<file path="src/hw/rtl/uvst_pkg.sv">
// Shared constants, codes and transaction types for the unique value set table.
package uvst_pkg;

  // Table geometry
  localparam int CAPACITY = 16;
  localparam int IDX_W    = (CAPACITY > 1) ? $clog2(CAPACITY) : 1;
  localparam int CNT_W    = $clog2(CAPACITY + 1);

  // Fixed field widths
  localparam int OP_W     = 2;
  localparam int VAL_W    = 32;
  localparam int STATUS_W = 3;
  localparam int POS_W    = 4;
  localparam int FILL_W   = 5;

  // Operation codes
  localparam logic [OP_W-1:0] OP_INSERT = 2'd0;
  localparam logic [OP_W-1:0] OP_SEARCH = 2'd1;
  localparam logic [OP_W-1:0] OP_REMOVE = 2'd2;

  // Status codes
  localparam logic [STATUS_W-1:0] ST_OK       = 3'd0;
  localparam logic [STATUS_W-1:0] ST_DUP      = 3'd1;
  localparam logic [STATUS_W-1:0] ST_FULL     = 3'd2;
  localparam logic [STATUS_W-1:0] ST_NOTFOUND = 3'd3;
  localparam logic [STATUS_W-1:0] ST_EMPTY    = 3'd4;

  typedef struct packed {
    logic [OP_W-1:0]  op;
    logic [VAL_W-1:0] value;
  } in_item_t;

  typedef struct packed {
    logic [STATUS_W-1:0] status;
    logic [POS_W-1:0]    position;
    logic [FILL_W-1:0]   fill_count;
  } out_item_t;

  typedef enum logic [1:0] {
    S_IDLE,
    S_SCAN,
    S_RD_LAST,
    S_MOVE
  } state_t;

  typedef enum logic [1:0] {
    POS_ZERO,
    POS_HIT,
    POS_SLOT,
    POS_COUNT
  } pos_sel_t;

  // Controller to datapath commands
  typedef struct packed {
    logic                load;
    logic                scan;
    logic                rd_last;
    logic                hold_slot;
    logic                wr_append;
    logic                wr_move;
    logic                emit;
    logic [STATUS_W-1:0] status;
    pos_sel_t            pos_sel;
  } dp_cmd_t;

  // Datapath to controller status
  typedef struct packed {
    logic            hit;
    logic            scan_end;
    logic            count_zero;
    logic            count_full;
    logic [OP_W-1:0] op;
  } dp_stat_t;

endpackage

</file>
<file path="src/hw/rtl/uvst_dp.sv">
// Datapath: entry memory, fill count, scan pointer, compare and result register.
module uvst_dp (
  input  logic               clk,
  input  logic               rst_n,
  input  uvst_pkg::in_item_t in_item,
  input  uvst_pkg::dp_cmd_t  cmd,
  output uvst_pkg::dp_stat_t stat,
  output logic               out_strobe,
  output uvst_pkg::out_item_t out_item
);
  import uvst_pkg::*;

  logic [VAL_W-1:0] mem [CAPACITY];
  logic [VAL_W-1:0] rd_data_r;
  logic [IDX_W-1:0] rd_addr;
  logic             wr_en;
  logic [IDX_W-1:0] wr_addr;
  logic [VAL_W-1:0] wr_data;

  logic [OP_W-1:0]  op_r;
  logic [VAL_W-1:0] value_r;
  logic [CNT_W-1:0] idx_r;
  logic [IDX_W-1:0] cmp_idx_r;
  logic             cmp_vld_r;
  logic [IDX_W-1:0] slot_r;
  logic [CNT_W-1:0] count_r;
  logic [CNT_W-1:0] count_nxt;
  logic [CNT_W-1:0] last_cnt;
  logic             issue;
  logic             out_strobe_r;
  out_item_t        out_r;
  logic [IDX_W-1:0] pos_sel_val;

  // Address and write steering
  assign last_cnt = CNT_W'(count_r - 1'b1);
  assign issue    = cmd.scan && (idx_r < count_r);
  assign rd_addr  = cmd.rd_last ? last_cnt[IDX_W-1:0] : idx_r[IDX_W-1:0];
  assign wr_en    = cmd.wr_append | cmd.wr_move;
  assign wr_addr  = cmd.wr_append ? count_r[IDX_W-1:0] : slot_r;
  assign wr_data  = cmd.wr_append ? value_r : rd_data_r;

  // Entry memory with registered read
  always_ff @(posedge clk) begin
    if (wr_en) begin
      mem[wr_addr] <= wr_data;
    end
  end

  always_ff @(posedge clk) begin
    rd_data_r <= mem[rd_addr];
  end

  // Latch the request, advance the scan pointer
  always_ff @(posedge clk) begin
    if (cmd.load) begin
      op_r    <= in_item.op;
      value_r <= in_item.value;
      idx_r   <= '0;
    end else if (issue) begin
      idx_r <= CNT_W'(idx_r + 1'b1);
    end
    if (issue) begin
      cmp_idx_r <= idx_r[IDX_W-1:0];
    end
    if (cmd.hold_slot) begin
      slot_r <= cmp_idx_r;
    end
  end

  // Track which compare slot holds fresh read data
  always_ff @(posedge clk) begin
    if (!rst_n) begin
      cmp_vld_r <= 1'b0;
    end else if (cmd.load) begin
      cmp_vld_r <= 1'b0;
    end else begin
      cmp_vld_r <= issue;
    end
  end

  // Fill count
  always_comb begin
    count_nxt = count_r;
    if (cmd.wr_append) begin
      count_nxt = CNT_W'(count_r + 1'b1);
    end else if (cmd.wr_move) begin
      count_nxt = last_cnt;
    end
  end

  always_ff @(posedge clk) begin
    if (!rst_n) begin
      count_r <= '0;
    end else begin
      count_r <= count_nxt;
    end
  end

  // Result position select
  always_comb begin
    case (cmd.pos_sel)
      POS_ZERO:  pos_sel_val = '0;
      POS_HIT:   pos_sel_val = cmp_idx_r;
      POS_SLOT:  pos_sel_val = slot_r;
      POS_COUNT: pos_sel_val = count_r[IDX_W-1:0];
      default:   pos_sel_val = '0;
    endcase
  end

  // Result register
  always_ff @(posedge clk) begin
    if (!rst_n) begin
      out_strobe_r <= 1'b0;
    end else begin
      out_strobe_r <= cmd.emit;
    end
  end

  always_ff @(posedge clk) begin
    if (cmd.emit) begin
      out_r.status     <= cmd.status;
      out_r.position   <= POS_W'(pos_sel_val);
      out_r.fill_count <= FILL_W'(count_nxt);
    end
  end

  // Status back to the controller
  assign stat.hit        = cmp_vld_r && (rd_data_r == value_r);
  assign stat.scan_end   = !cmp_vld_r && (idx_r >= count_r);
  assign stat.count_zero = (count_r == '0);
  assign stat.count_full = (count_r >= CNT_W'(CAPACITY));
  assign stat.op         = op_r;

  assign out_strobe = out_strobe_r;
  assign out_item   = out_r;

endmodule

</file>
<file path="src/hw/rtl/uvst_ctrl.sv">
// Controller: sequences scan, decision, last-entry move and result emission.
module uvst_ctrl (
  input  logic               clk,
  input  logic               rst_n,
  input  logic               start,
  input  uvst_pkg::dp_stat_t stat,
  output uvst_pkg::dp_cmd_t  cmd,
  output logic               busy
);
  import uvst_pkg::*;

  state_t state_r;
  state_t state_nxt;

  // State register
  always_ff @(posedge clk) begin
    if (!rst_n) begin
      state_r <= S_IDLE;
    end else begin
      state_r <= state_nxt;
    end
  end

  // Next state and commands
  always_comb begin
    state_nxt = state_r;
    cmd       = '0;
    cmd.status  = ST_NOTFOUND;
    cmd.pos_sel = POS_ZERO;
    case (state_r)
      S_IDLE: begin
        if (start) begin
          cmd.load  = 1'b1;
          state_nxt = S_SCAN;
        end
      end
      S_SCAN: begin
        cmd.scan = 1'b1;
        if (stat.hit) begin
          cmd.hold_slot = 1'b1;
          case (stat.op)
            OP_INSERT: begin
              cmd.emit   = 1'b1;
              cmd.status = ST_DUP;
              state_nxt  = S_IDLE;
            end
            OP_SEARCH: begin
              cmd.emit    = 1'b1;
              cmd.status  = ST_OK;
              cmd.pos_sel = POS_HIT;
              state_nxt   = S_IDLE;
            end
            OP_REMOVE: begin
              state_nxt = S_RD_LAST;
            end
            default: begin
              cmd.emit  = 1'b1;
              state_nxt = S_IDLE;
            end
          endcase
        end else if (stat.scan_end) begin
          cmd.emit  = 1'b1;
          state_nxt = S_IDLE;
          case (stat.op)
            OP_INSERT: begin
              if (stat.count_full) begin
                cmd.status = ST_FULL;
              end else begin
                cmd.wr_append = 1'b1;
                cmd.status    = ST_OK;
                cmd.pos_sel   = POS_COUNT;
              end
            end
            OP_REMOVE: begin
              cmd.status = stat.count_zero ? ST_EMPTY : ST_NOTFOUND;
            end
            default: begin
              cmd.status = ST_NOTFOUND;
            end
          endcase
        end
      end
      S_RD_LAST: begin
        cmd.rd_last = 1'b1;
        state_nxt   = S_MOVE;
      end
      S_MOVE: begin
        cmd.wr_move = 1'b1;
        cmd.emit    = 1'b1;
        cmd.status  = ST_OK;
        cmd.pos_sel = POS_SLOT;
        state_nxt   = S_IDLE;
      end
      default: begin
        state_nxt = S_IDLE;
      end
    endcase
  end

  assign busy = (state_r != S_IDLE);

endmodule

</file>
<file path="src/hw/rtl/unique_value_set_table_top.sv">
// Top level of the unique value set table: controller plus datapath.
//
// A small unordered set of up to CAPACITY 32-bit values. Each transaction
// carries an op (insert if absent, search, remove) and a value word. A
// transaction is taken on a rising edge with start high and busy low; busy
// stays high until the result is decided. Exactly one result per
// transaction appears on out_item for one cycle, marked by out_strobe:
// status, position of the slot found or written, and the fill count after
// the operation. Remove fills the freed slot with the last entry.
// The scan reads one stored entry per cycle through the entry memory's
// single registered read port. A scan ends when a compare matches or all
// stored entries have been compared; a remove that finds its value then
// reads the last entry and moves it into the freed slot before its result.
// A new transaction can be taken in the cycle that out_strobe is high.
// Reset (synchronous, active low) empties the table and drops any
// transaction in flight. The receiver cannot stall: each result is
// taken in its strobe cycle.
module unique_value_set_table_top (
  input  logic                clk,
  input  logic                rst_n,
  input  logic                start,
  output logic                busy,
  input  uvst_pkg::in_item_t  in_item,
  output logic                out_strobe,
  output uvst_pkg::out_item_t out_item
);
  import uvst_pkg::*;

  dp_cmd_t  cmd;
  dp_stat_t stat;

  uvst_ctrl u_ctrl (
    .clk   (clk),
    .rst_n (rst_n),
    .start (start),
    .stat  (stat),
    .cmd   (cmd),
    .busy  (busy)
  );

  uvst_dp u_dp (
    .clk        (clk),
    .rst_n      (rst_n),
    .in_item    (in_item),
    .cmd        (cmd),
    .stat       (stat),
    .out_strobe (out_strobe),
    .out_item   (out_item)
  );

endmodule

</file>
<file path="config.mk">
export PLATFORM = sky130hd
export DESIGN_NAME = unique_value_set_table_top
export DESIGN_NICKNAME = d
export VERILOG_FILES = /design/src/hw/rtl/uvst_pkg.sv /design/src/hw/rtl/uvst_dp.sv /design/src/hw/rtl/uvst_ctrl.sv /design/src/hw/rtl/unique_value_set_table_top.sv
export SDC_FILE = /design/constraint.sdc
export NUM_CORES = 1
export LEC_CHECK = 0
export ABC_AREA = 1
export BUFFER_PORTS_ARGS = -buffer_cell sky130_fd_sc_hd__buf_2
export CORE_ASPECT_RATIO = 1.25
export CORE_MARGIN = 3
export CORE_UTILIZATION = 45
export DETAILED_ROUTE_END_ITERATION = 16
export HOLD_SLACK_MARGIN = 0.02
export SYNTH_ARGS = -nofsm -noshare
export SYNTH_HDL_FRONTEND = slang
export SYNTH_SLANG_ARGS = --single-unit
</file>
<file path="constraint.sdc">
create_clock -name clk -period 4.35 [get_ports clk]
set_input_delay 0.2175 -clock clk [delete_from_list [all_inputs] [get_ports clk]]
set_output_delay 0.2175 -clock clk [all_outputs]
set_load 0.02 [all_outputs]
</file>
==> out/metrics.csv <==
metric,value,unit
antenna_found_initial,0,
antenna_cells,0,
synthArstFlopShare,0,%
cts.htree.levels,2,
fmax,264,MHz
cp_common_cell,nand2_1,
clockRootBuffer,clkbuf_16,
syn_to_final_growth,15.5,%
grt_pass1_wl,99700,um
status,finished clean,
cts_tree,built,
final_nets,2200,
rsz0062_at_grt,false,
grt_use_total,22.7,%
via_count,16454,
critPathRequiredTime,4.67,ns
crit_slowest_cell,nor2_4,
cp_max_fo,18,
synth_commonest_cells,"566 x edfxtp_1, 357 x nor2_1, 260 x nand2_1",
yosys_warnings,0,
dieArea,58200,um^2
tns,0,ns
place_area,26300,um^2
start_kind,flip-flop,
finalMaxSlewViolations,0,
crit_type,reg -> reg,
pwr-share-seq,52.3,%
netlist.area_leader.share,68.3,%
crit_path_start,u_dp.count_r[3]$_SDFF_PN0_,
postCtsSetupBuffers,0,
hold_viol_final,0,
tightest_slew,1.23,ns
yosysMostFrequentCell,edfxtp_1,
p_int,9870,uW
io_pins,51,
setup_viol,0,
rows,95,
slew_headroom,17.5,%
timing.rr.end,u_dp.mem[4][12]$_DFFE_PP_,
chipWidth,216,um
hold_class,in -> reg,
clk_latency,0.62,ns
cts_buffer_depth,3,
routed_via_density,5.61,
netlist_area,24900,um^2
yosysSeqAreaShare,72.0,%
synth_nets,2088,
synth-edff-count,566,
die_y,269,um
post-route-period-util,87.2,%
p_clk_share,43.1,%
clkTransAtPathRegs,0.06,ns
post-dp-hpwl,41300,um
critical_path_arrival,4.12,ns
pre_cts_ws,0.562,ns
start_util,45.9,%
synth.avg_cell_area,12.2,um^2
worst_clock_skew,0.00995,ns
drc,0,
p_leak,0.0100,uW
p_per_area,435,nW/um^2
crit_end,u_dp.mem[4][12]$_DFFE_PP_,
drv_cap,0,
period_minus_slack,3.79,ns
nFillCells,4606,
final_area,28700,um^2
ff_latch_area,17900,um^2
swShare,21.0,%
end_kind,flip-flop,
max-vdd-ir-drop,0.300,mV
ys_types,42,
ant_nets,0,
io_buffers,50,
gp_congestion,0.905,
ys_seq_elements,612,
synth_area_leader_cell,edfxtp_1,
clkSinkCount,612,
synth_area_leaders,"edfxtp_1 68%, nor2_1 5.4%, o21ai_0 4.7%, nand2_1 3.9%, dfxtp_1 3.7%",
wl,66400,um
netSwitchingPower,2630,uW
r2r_start,u_dp.count_r[3]$_SDFF_PN0_,
coreArea,54200,um^2
multi_input_area,6070,um^2
final_util,53.0,%
synth_ff_type,edfxtp_1,
grt_pass1_vias,16042,
comb_power_share,4.6,%
routedWlPerCell,22.6,um
final_layout_size_suffix_gt1_share,11.7,%
cts_buffers,58,
crit_path_max_incr_delay,0.57,ns
r2r_cells,13,
syn_inst,2043,
r2r_setup_slack,0.56,ns
dr.first_iter.drc_count,1829,
path_cells,clkinv_1 > ha_1 > nand2_1 > nor2_1 > nand2_1 > nand3_2 > nand3_1 > nor2_1 > nand2_1 > o21ai_0 > nand2_1 > nor2_4 > buf_4,
grt_max_degree,146,
layout_setup_ws,0.558,ns
firstDrtPassIters,5,
grt-ovfl-total,0,
[layout make-up]
type	instances	area share, %
Sequential cell	612	62.4
Multi-Input combinational cell	1213	21.1
Clock buffer	76	5.61
Timing Repair Buffer	164	4.74
Tap cell	727	3.17
Clock inverter	34	1.58
Inverter	106	1.42
[critical path: cells and delay by family (launching register included)]
kind,cells,cell delay (ns)
AO/OA/AOI/OAI,1,0.25
buffers and inverters,2,0.54
adder cells (fa/ha/maj),1,0.38
AND/OR/NAND/NOR,9,1.99
flip-flops,1,0.31
[registers in the layout, summed over array words and instances, names as in the netlist, named ones only]
| register | cells |
|---|---|
| u_dp.out_item | 12 |
| u_dp.cmp_vld_r | 1 |
| u_dp.count_r | 5 |
| u_dp.out_strobe | 1 |
| u_dp.value_r | 32 |
| u_dp.mem | 512 |
| u_dp.slot_r | 4 |
| u_dp.rd_data_r | 32 |
| u_dp.cmp_idx_r | 4 |
| u_dp.op_r | 2 |
| u_dp.idx_r | 5 |
| u_ctrl.state_r | 1 |
[routing by layer]
metal  up-vias  part of all wire, %  global-route usage (%)
met5         -                    0                       0
met4         0                  4.5                    9.83
met1      8136                   39                    28.2
met2       551                   51                    40.1
met3       136                  5.4                    3.09
li1       7631                    -                       -
[cell usage in the layout, fill, tap and decap left out, drive strengths merged, types with 23 or more instances in the layout]
master / Yosys / final
dfxtp: 46 / 46
dlygate4sd3: 0 / 37
o211ai: 70 / 70
o221ai: 58 / 58
clkinv: 3 / 23
buf: 85 / 127
clkbuf: 27 / 76
nor2: 360 / 360
o22ai: 35 / 35
o21ai: 307 / 307
inv: 103 / 103
nand2: 265 / 265
nand3: 53 / 53
edfxtp: 566 / 566
[power by group through the flow]
| stage | registers, uW | clock network, uW | logic (uW) |
|---|---|---|---|
| 6_report | 6530 | 5390 | 573 |
| 5_1_grt | 6530 | 5700 | 633 |
| 4_1_cts | 6530 | 5480 | 576 |
| 3_3_place_gp | 6660 | 0 | 538 |
| 2_1_floorplan | 6650 | 0 | 333 |
| 3_5_place_dp | 6660 | 0 | 548 |
[how the worst min path moves through the flow]
stage / startpoint / endpoint / slack, ns / depth (start not counted)
after floorplan: in_item[32] / u_dp.op_r[0]$_DFFE_PP_ / 0.32 / 0
after global placement: in_item[4] / u_dp.value_r[4]$_DFFE_PP_ / 0.39 / 1
after detailed placement: in_item[13] / u_dp.value_r[13]$_DFFE_PP_ / 0.40 / 1
after CTS: in_item[15] / u_dp.value_r[15]$_DFFE_PP_ / 0.28 / 2
after global routing: in_item[12] / u_dp.value_r[12]$_DFFE_PP_ / 0.31 / 2
final: in_item[4] / u_dp.value_r[4]$_DFFE_PP_ / 0.30 / 2
[per-stage QoR]
stage / std cells / power [uW] / hold slack [ns]
after detailed placement: 2785 / 7210 / 0.396
final: 2932 / 12500 / 0.305
after global routing: 2932 / 12900 / 0.308
after CTS: 2932 / 12600 / 0.277
after floorplan: 2043 / 6980 / 0.316
after global placement: 2785 / 7200 / 0.394
[cell families (layout without fill, tap and decap cells)]
group	Yosys count	count (layout)	synth area share [%]
AND/OR/NAND/NOR	711	711	11.5
flip-flops	612	612	72.0
AO/OA/AOI/OAI	489	489	11.7
buffers and inverters	218	380	4.21
adder cells (fa/ha/maj)	8	8	0.402
XOR/XNOR	5	5	0.176
[repair_timing]
item,4_1_cts,5_1_grt
hold buffers,37,0
resized for setup,0,0
endpoints found under the hold margin,43,0
Note: power is estimated with default switching activity, not from simulation.
